## src/best_fit_block_allocator_defines.svh

```systemverilog
// Assertion macros shared by the best-fit allocator RTL.
`ifndef BEST_FIT_BLOCK_ALLOCATOR_DEFINES_SVH
`define BEST_FIT_BLOCK_ALLOCATOR_DEFINES_SVH

// Same-cycle implication, held off during reset.
`define BFA_ASSERT_IMP(label, clk, rst, ante, cons, msg) \
  label: assert property (@(posedge clk) disable iff (rst) (ante) |-> (cons)) \
    else $error(msg);

// Next-cycle implication, held off during reset.
`define BFA_ASSERT_NXT(label, clk, rst, ante, cons, msg) \
  label: assert property (@(posedge clk) disable iff (rst) (ante) |=> (cons)) \
    else $error(msg);

`endif

```

## src/bfa_pkg.sv

```systemverilog
// Package: shared types and codes of the best-fit block allocator.
`timescale 1ns / 1ps
package bfa_pkg;

  // Operation codes on the operation port
  localparam logic OP_LOAD  = 1'b0;
  localparam logic OP_ALLOC = 1'b1;

  // Result status codes
  typedef enum logic [1:0] {
    ST_LOADED = 2'd0,
    ST_FULL   = 2'd1,
    ST_ALLOC  = 2'd2,
    ST_NOFIT  = 2'd3
  } status_t;

  // Sequencer states
  typedef enum logic [1:0] {
    S_IDLE,
    S_SCAN,
    S_DRAIN,
    S_FINISH
  } state_t;

  // Control from the sequencer to the best-candidate tracker
  typedef struct packed {
    logic clear;   // start of a new request
    logic sample;  // table read data is valid this cycle
  } scan_ctl_t;

endpackage

```

## src/bfa_table.sv

```systemverilog
// Block table memory: one write port, one registered read port.
`timescale 1ns / 1ps
module bfa_table #(
  parameter int DEPTH = 16,
  parameter int IDX_W = 4,
  parameter int WIDTH = 17
) (
  input  logic             clk,
  input  logic             we,
  input  logic [IDX_W-1:0] waddr,
  input  logic [WIDTH-1:0] wdata,
  input  logic             re,
  input  logic [IDX_W-1:0] raddr,
  output logic [WIDTH-1:0] rdata
);

  logic [WIDTH-1:0] mem [DEPTH];

  // write port
  always_ff @(posedge clk) begin
    if (we) begin
      mem[waddr] <= wdata;
    end
  end

  // read port, registered
  always_ff @(posedge clk) begin
    if (re) begin
      rdata <= mem[raddr];
    end
  end

endmodule

```

## src/bfa_scan.sv

```systemverilog
// Best-candidate tracker: keeps the free block with the least leftover.
`timescale 1ns / 1ps
module bfa_scan
  import bfa_pkg::*;
#(
  parameter int IDX_W     = 4,
  parameter int SIZE_BITS = 16
) (
  input  logic                 clk,
  input  logic                 rst,
  input  scan_ctl_t            ctl,
  input  logic [IDX_W-1:0]     idx,
  input  logic [SIZE_BITS-1:0] req,
  input  logic                 rd_taken,
  input  logic [SIZE_BITS-1:0] rd_size,
  output logic                 found,
  output logic [IDX_W-1:0]     best_idx,
  output logic [SIZE_BITS-1:0] best_size,
  output logic [SIZE_BITS-1:0] best_left
);

  logic                 fits;
  logic                 better;
  logic [SIZE_BITS-1:0] left;

  // strict less-than keeps the lowest block number on a tie
  always_comb begin
    fits   = !rd_taken && (rd_size >= req);
    left   = rd_size - req;
    better = fits && (!found || (left < best_left));
  end

  always_ff @(posedge clk) begin
    if (rst) begin
      found <= 1'b0;
    end else if (ctl.clear) begin
      found <= 1'b0;
    end else if (ctl.sample && better) begin
      found <= 1'b1;
    end
  end

  // candidate payload
  always_ff @(posedge clk) begin
    if (!ctl.clear && ctl.sample && better) begin
      best_idx  <= idx;
      best_size <= rd_size;
      best_left <= left;
    end
  end

endmodule

```

## src/best_fit_block_allocator.sv

```systemverilog
// Top level: best-fit block allocator with sequencer and result register.
//
// Usage: raise start with operation and its operand; the word is taken at a
// rising edge where start is high and busy is low. Every accepted word gives
// exactly one result word on status/block_number/leftover, marked by done
// for one cycle. The receiver cannot stall; a result is gone after that cycle.
// Load (operation 0): unless the table is full, the size is written at the
//   next free table entry in the accept cycle; done follows in the next
//   cycle. busy stays low, so a load can be issued every cycle.
// Allocate (operation 1): the table is read one entry per cycle over the
//   loaded blocks (single read port), then a drain state covers the read
//   latency and a finish state writes back the taken flag when a block
//   fits. When no block is loaded, busy stays low and a no-fit result is
//   given without a scan.
// Reset (rst, synchronous): the fill count goes to zero, so the table is
//   empty at once; no clearing pass is run. Each entry holds its size and
//   a taken flag, written free on load.
`timescale 1ns / 1ps
`include "best_fit_block_allocator_defines.svh"
module best_fit_block_allocator
  import bfa_pkg::*;
#(
  parameter int MAX_BLOCKS = 16,
  parameter int SIZE_BITS  = 16
) (
  input  logic        clk,
  input  logic        rst,
  input  logic        start,
  output logic        busy,
  input  logic        operation,
  input  logic [15:0] block_size,
  input  logic [15:0] request_size,
  output logic        done,
  output logic [1:0]  status,
  output logic [4:0]  block_number,
  output logic [15:0] leftover
);

  localparam int IDX_W = (MAX_BLOCKS > 1) ? $clog2(MAX_BLOCKS) : 1;
  localparam int CNT_W = $clog2(MAX_BLOCKS + 1);
  localparam int ENT_W = SIZE_BITS + 1;

  state_t               state, state_next;
  logic [CNT_W-1:0]     count;
  logic [IDX_W-1:0]     rd_idx;
  logic [IDX_W-1:0]     d_idx;
  logic                 dv;
  logic [SIZE_BITS-1:0] req;

  logic                 accept;
  logic                 full;
  logic                 last_rd;
  logic                 mem_we;
  logic [IDX_W-1:0]     mem_waddr;
  logic [ENT_W-1:0]     mem_wdata;
  logic                 mem_re;
  logic [ENT_W-1:0]     mem_rdata;
  scan_ctl_t            scan_ctl;
  logic                 found;
  logic [IDX_W-1:0]     best_idx;
  logic [SIZE_BITS-1:0] best_size;
  logic [SIZE_BITS-1:0] best_left;
  logic                 res_valid;
  status_t              res_status;
  logic [4:0]           res_num;
  logic [15:0]          res_left;
  status_t              status_q;

  assign busy    = (state != S_IDLE);
  assign accept  = start && !busy;
  assign full    = (count == CNT_W'(MAX_BLOCKS));
  assign last_rd = ((CNT_W'(rd_idx) + CNT_W'(1)) == count);

  bfa_table #(
    .DEPTH (MAX_BLOCKS),
    .IDX_W (IDX_W),
    .WIDTH (ENT_W)
  ) u_table (
    .clk   (clk),
    .we    (mem_we),
    .waddr (mem_waddr),
    .wdata (mem_wdata),
    .re    (mem_re),
    .raddr (rd_idx),
    .rdata (mem_rdata)
  );

  bfa_scan #(
    .IDX_W     (IDX_W),
    .SIZE_BITS (SIZE_BITS)
  ) u_scan (
    .clk       (clk),
    .rst       (rst),
    .ctl       (scan_ctl),
    .idx       (d_idx),
    .req       (req),
    .rd_taken  (mem_rdata[SIZE_BITS]),
    .rd_size   (mem_rdata[SIZE_BITS-1:0]),
    .found     (found),
    .best_idx  (best_idx),
    .best_size (best_size),
    .best_left (best_left)
  );

  // next state
  always_comb begin
    state_next = state;
    unique case (state)
      S_IDLE: begin
        if (accept && (operation == OP_ALLOC) && (count != '0)) begin
          state_next = S_SCAN;
        end
      end
      S_SCAN: begin
        if (last_rd) begin
          state_next = S_DRAIN;
        end
      end
      S_DRAIN:  state_next = S_FINISH;
      S_FINISH: state_next = S_IDLE;
    endcase
  end

  // outputs of the sequencer
  always_comb begin
    mem_we         = 1'b0;
    mem_waddr      = count[IDX_W-1:0];
    mem_wdata      = {1'b0, SIZE_BITS'(block_size)};
    mem_re         = 1'b0;
    scan_ctl.clear  = 1'b0;
    scan_ctl.sample = dv;
    res_valid      = 1'b0;
    res_status     = ST_LOADED;
    res_num        = '0;
    res_left       = '0;
    unique case (state)
      S_IDLE: begin
        if (accept) begin
          if (operation == OP_LOAD) begin
            res_valid = 1'b1;
            if (full) begin
              res_status = ST_FULL;
            end else begin
              mem_we  = 1'b1;
              res_num = 5'(count + CNT_W'(1));
            end
          end else begin
            scan_ctl.clear = 1'b1;
            if (count == '0) begin
              res_valid  = 1'b1;
              res_status = ST_NOFIT;
            end
          end
        end
      end
      S_SCAN: begin
        mem_re = 1'b1;
      end
      S_DRAIN: begin
      end
      S_FINISH: begin
        res_valid = 1'b1;
        if (found) begin
          // write back the winner marked taken
          mem_we     = 1'b1;
          mem_waddr  = best_idx;
          mem_wdata  = {1'b1, best_size};
          res_status = ST_ALLOC;
          res_num    = 5'(CNT_W'(best_idx) + CNT_W'(1));
          res_left   = 16'(best_left);
        end else begin
          res_status = ST_NOFIT;
        end
      end
    endcase
  end

  // control registers
  always_ff @(posedge clk) begin
    if (rst) begin
      state <= S_IDLE;
      count <= '0;
      dv    <= 1'b0;
      done  <= 1'b0;
    end else begin
      state <= state_next;
      dv    <= mem_re;
      done  <= res_valid;
      if (state == S_IDLE && mem_we) begin
        count <= count + CNT_W'(1);
      end
    end
  end

  // read address walk and request capture
  always_ff @(posedge clk) begin
    d_idx <= rd_idx;
    if (state == S_IDLE) begin
      rd_idx <= '0;
    end else if (mem_re) begin
      rd_idx <= rd_idx + IDX_W'(1);
    end
    if (accept) begin
      req <= SIZE_BITS'(request_size);
    end
  end

  // result word register
  always_ff @(posedge clk) begin
    if (res_valid) begin
      status_q     <= res_status;
      block_number <= res_num;
      leftover     <= res_left;
    end
  end

  assign status = status_q;

  `BFA_ASSERT_IMP(a_count_bound, clk, rst, 1'b1, count <= CNT_W'(MAX_BLOCKS), "fill count past table size")
  `BFA_ASSERT_IMP(a_alloc_num, clk, rst, done && (status == ST_ALLOC), block_number != 5'd0 || MAX_BLOCKS > 30, "allocation reported block zero")
  `BFA_ASSERT_IMP(a_nofit_zero, clk, rst, done && (status == ST_NOFIT), block_number == 5'd0 && leftover == 16'd0, "no-fit result carries data")
  `BFA_ASSERT_NXT(a_alloc_busy, clk, rst, accept && (operation == OP_ALLOC) && (count != '0), busy && !done, "scan did not start")
  `BFA_ASSERT_NXT(a_finish_done, clk, rst, state == S_FINISH, done && !busy, "allocation ended without result")

endmodule
```

## config.mk

```make
export PLATFORM = sky130hd
export DESIGN_NAME = best_fit_block_allocator
export DESIGN_NICKNAME = d
export VERILOG_FILES = /design/src/bfa_pkg.sv /design/src/bfa_table.sv /design/src/bfa_scan.sv /design/src/best_fit_block_allocator.sv
export VERILOG_INCLUDE_DIRS = /design/src /design/src/src
export SDC_FILE = /design/constraint.sdc
export NUM_CORES = 1
export LEC_CHECK = 0
export ABC_CLOCK_PERIOD_IN_PS = 6900
export BUFFER_PORTS_ARGS = -buffer_cell sky130_fd_sc_hd__buf_2
export CAP_MARGIN = 20
export CORE_ASPECT_RATIO = 2
export CORE_UTILIZATION = 40
export CTS_CLUSTER_DIAMETER = 100
export DETAILED_ROUTE_END_ITERATION = 16
export SETUP_SLACK_MARGIN = 0.5
export SYNTH_ARGS = -nofsm -noshare
export SYNTH_HDL_FRONTEND = slang
export SYNTH_SLANG_ARGS = --single-unit
```

## constraint.sdc

```tcl
create_clock -name clk -period 6.9 [get_ports clk]
set_input_delay 1.725 -clock clk [delete_from_list [all_inputs] [get_ports clk]]
set_output_delay 1.725 -clock clk [all_outputs]
set_load 0.05 [all_outputs]
```

==> results.md <==
* Final setup TNS at 0 ns
* Worst Path Arrival at 4.44 ns
* Leakage power at 0.00602 µW
* Hold path startpoint: d_idx[1]$_DFF_P_
* Remaining Overflow, GRT at 0
* Reg2reg end: u_scan.best_idx[3]$_DFFE_PP_
* Die area at 40000 µm²
* Psw at 1420 µW
* Die W at 142 µm
* Post-synthesis compound-gate area fraction at 0.0326
* Total GRT Usage at 0.179
* Initial antenna violation count at 0
* Via Count at 8004
* Simple-Gate Fraction of Synth Area at 0.0512
* Crit end category: flip-flop
* R2R cell count at 17
* Crit-path cells: inv_1, ha_1, inv_1, fa_1, a21oi_1, o21ai_0, a21oi_1, o31ai_1, nor4_1, a211o_1, ha_1, a21oi_1, nor2b_1, o21ai_0, nand2_1, a311oi_4, buf_4
* Sink Count at 382
* Post-synth EDFFs at 364
* Fill cells at 3278
* Hold Crit Class: reg2reg
* Top_reg_cell synth: edfxtp_1
* Slowest stage delay, CP at 0.49 ns
* Syn Nets at 961
* Total CTS buffers at 34
* Pwr Total at 5450 µW
* Adder-cell share of the synthesized area at 0.0331
* Yosys cell types at 50
* Die Y at about 280 µm
* Number of routed nets with antenna violations at 0
* N_diodes at 0
* Clock power frac at 0.352
* XOR/XNOR Fraction of Synth Area at 0.0162
* Worst Path Required at 7.06 ns
* Max clock buf depth at 3
* Register Area at 11300 µm²
* Crit path max fanout at 36
* Pwr Density at roughly 310 nW/µm²
* Residual DRC count at 0
* DRT iter0 DRCs at 503
* # rows at 102
* DR WL met2 at 19.3 mm
* Post-CTS Setup Bufs at 0
* Top post-synthesis cells by area: edfxtp_1, mux4_2, ha_1
* Internal Pwr Total at 4040 µW
* Peak Freq at 234 MHz
* Metal-1 WL at 12.4 mm
* CP max-delay cell: buf_4
* Initial cell density of the core at 0.405
* Top cell type by total area after synthesis: edfxtp_1
* Multiplexer share of the synthesized area at 0.124
* Peak VDD IR at between 0.0001 and 0.00015 V
* Slew Limit Headroom at 0.383
* CP startpoint: u_table.rdata[0]$_DFFE_PP_
* Number of synthesized register bits at 382
* Final setup fails at 0
* P&R area growth vs syn at 13.7%
* Critical path class: reg2reg
* Seq/Total Area, Yosys at 0.721
* Number of global-route vias before repair at 8357
* Worst slew pin tran at roughly 0.9 ns
* MaxCap Viol Count at 0
* Share of flip-flops with an asynchronous set or reset at 0
* Highest metal used: met4
* Dpl hpwl at 21.8 mm
* Fraction of layout cells with a size suffix above 1 at 0.244
* Switching Share at 0.260
* Resized Gates After CTS at 0
* Routed vias/inst at 5.31
* Sequential share of power at 0.502
* Num ports at 61
* Setup Skew at 0.0183 ns
* GPL Wtd Cong at 0.828
* Hold-fix buffers, CTS at 0
* CTS tree: done
* FF-to-FF setup slack at 2.62 ns
* Final min period at 4.28 ns
* Core box area at 38700 µm²
* Clk_lat worst skew at around 0.54 ns
* Worst-path clk slew at 0.06 ns
* Crit path launch type: flip-flop
* I/O Buffers at 60
* Final period util at 0.620
* Final hold violation count at 0
* Top-area cell type share of the netlist area at 0.698
* Critical Path End: u_scan.best_idx[3]$_DFFE_PP_
* Final worst slack at approximately 2.6 ns
* Combinational Power Share at 0.146
* Commonest non-fill, non-tap cell in the layout: edfxtp_1
* First-pass GRT wire length at roughly 51 mm
* Gate Count Post-Synth at just under 900
* Slew Limit Fails at 0
* RR Startpoint: u_table.rdata[0]$_DFFE_PP_
* Largest net degree at the start of global routing at 61
* Root Driver: clkbuf_16
* Ys Warns at 0
* Footprint of the multi-input gates at 4110 µm²
* Avg WL per Cell at 22.7 µm
* Commonest non-fill, non-tap cells in the layout: edfxtp_1, mux4_2, nand2_1, buf_2, inv_1
* Final #Nets at 1040
* Post-place setup slack at ~2.6 ns
* Outcome: completed
* DRT Pass-1 Iters at 5
* RSZ-0062 raised after global routing: false
* Main combinational cell family by area after synthesis: multiplexers
* Most used cell, CP: a21oi_1
* Final core utilization at 0.461
* Final WL at 34.3 mm
* Syn Area/Cell at roughly 18 µm²
* H-tree lvl count at 2
* Post-synthesis cell area at ~16000 µm²
* Met3 WL at 1.17 mm
power groups by stage:
stage,clock network (µW),registers (µW),logic (µW)
2_1_floorplan,0,2900,452
3_3_place_gp,0,2780,794
3_5_place_dp,0,2790,804
4_1_cts,1960,2740,806
5_1_grt,2040,2750,872
6_report,1920,2730,796
synth_stat cells (10+ instances only):
cell and number:
xor2_1 15, clkbuf_1 21, nor2_1 63, dfxtp_1 18
inv_1 47, nand2_1 69, xnor2_1 14, ha_1 39
nand3_1 14, o21ai_0 10, a21oi_1 27, edfxtp_1 364
mux4_2 85
logic make-up after synthesis:
logic type | count (synthesis)
flops | 382
compound gates | 78
simple gates | 182
buf+inv | 85
xor+xnor | 29
fa+ha+maj | 41
mux | 88
stage by stage:
step	hold slack (ns)	instance area [µm²]	cells
2_1_floorplan	0.353	15700	885
3_3_place_gp	0.387	16700	1448
3_5_place_dp	0.389	16700	1448
4_1_cts	0.403	17800	1507
5_1_grt	0.406	17800	1507
6_report	0.403	17800	1507
layer usage:
layer,track usage,vias up
li1,-,3594
met1,0.195,4149
met2,0.341,196
met3,0.0202,65
met4,0.0846,0
met5,0,-
sequential cells by signal, indices dropped and copies added (netlist names):
signal / flops
done: 1
u_table.rdata: 17
u_scan.best_idx: 4
block_number: 5
req: 16
d_idx: 4
u_scan.best_left: 16
u_table.mem: 272
rd_idx: 4
dv: 1
u_scan.best_size: 16
state: 2
leftover: 16
count: 5
status: 2
u_scan.found: 1
worst min path at each step:
stage | endpoint | slack [ns] | cells after the start
floorplan | d_idx[1]$_DFF_P_ | 0.35 | 0
global placement | u_scan.best_idx[1]$_DFFE_PP_ | 0.39 | 0
detailed placement | u_scan.best_idx[1]$_DFFE_PP_ | 0.39 | 0
CTS | u_scan.best_idx[1]$_DFFE_PP_ | 0.40 | 0
global route | u_scan.best_idx[1]$_DFFE_PP_ | 0.41 | 0
finish | u_scan.best_idx[1]$_DFFE_PP_ | 0.40 | 0
layout make-up:
cell class / count / share of cell area
Clock buffer: 38 / 0.0504
Clock inverter: 21 / 0.0125
Inverter: 48 / 0.0101
Multi-Input combinational cell: 418 / 0.231
Sequential cell: 382 / 0.634
Tap cell: 520 / 0.0365
Timing Repair Buffer: 80 / 0.0253
critical path: cells and delay by family, from the launching register on:
| family | cells | cell delay [ns] |
|---|---|---|
| AO/OA/AOI/OAI | 8 | 1.72 |
| adder cells (fa/ha/maj) | 3 | 0.79 |
| buffers and inverters | 3 | 0.62 |
| flip-flops | 1 | 0.37 |
| AND/OR/NAND/NOR | 3 | 0.38 |
Power figures use the tool's default switching activity.
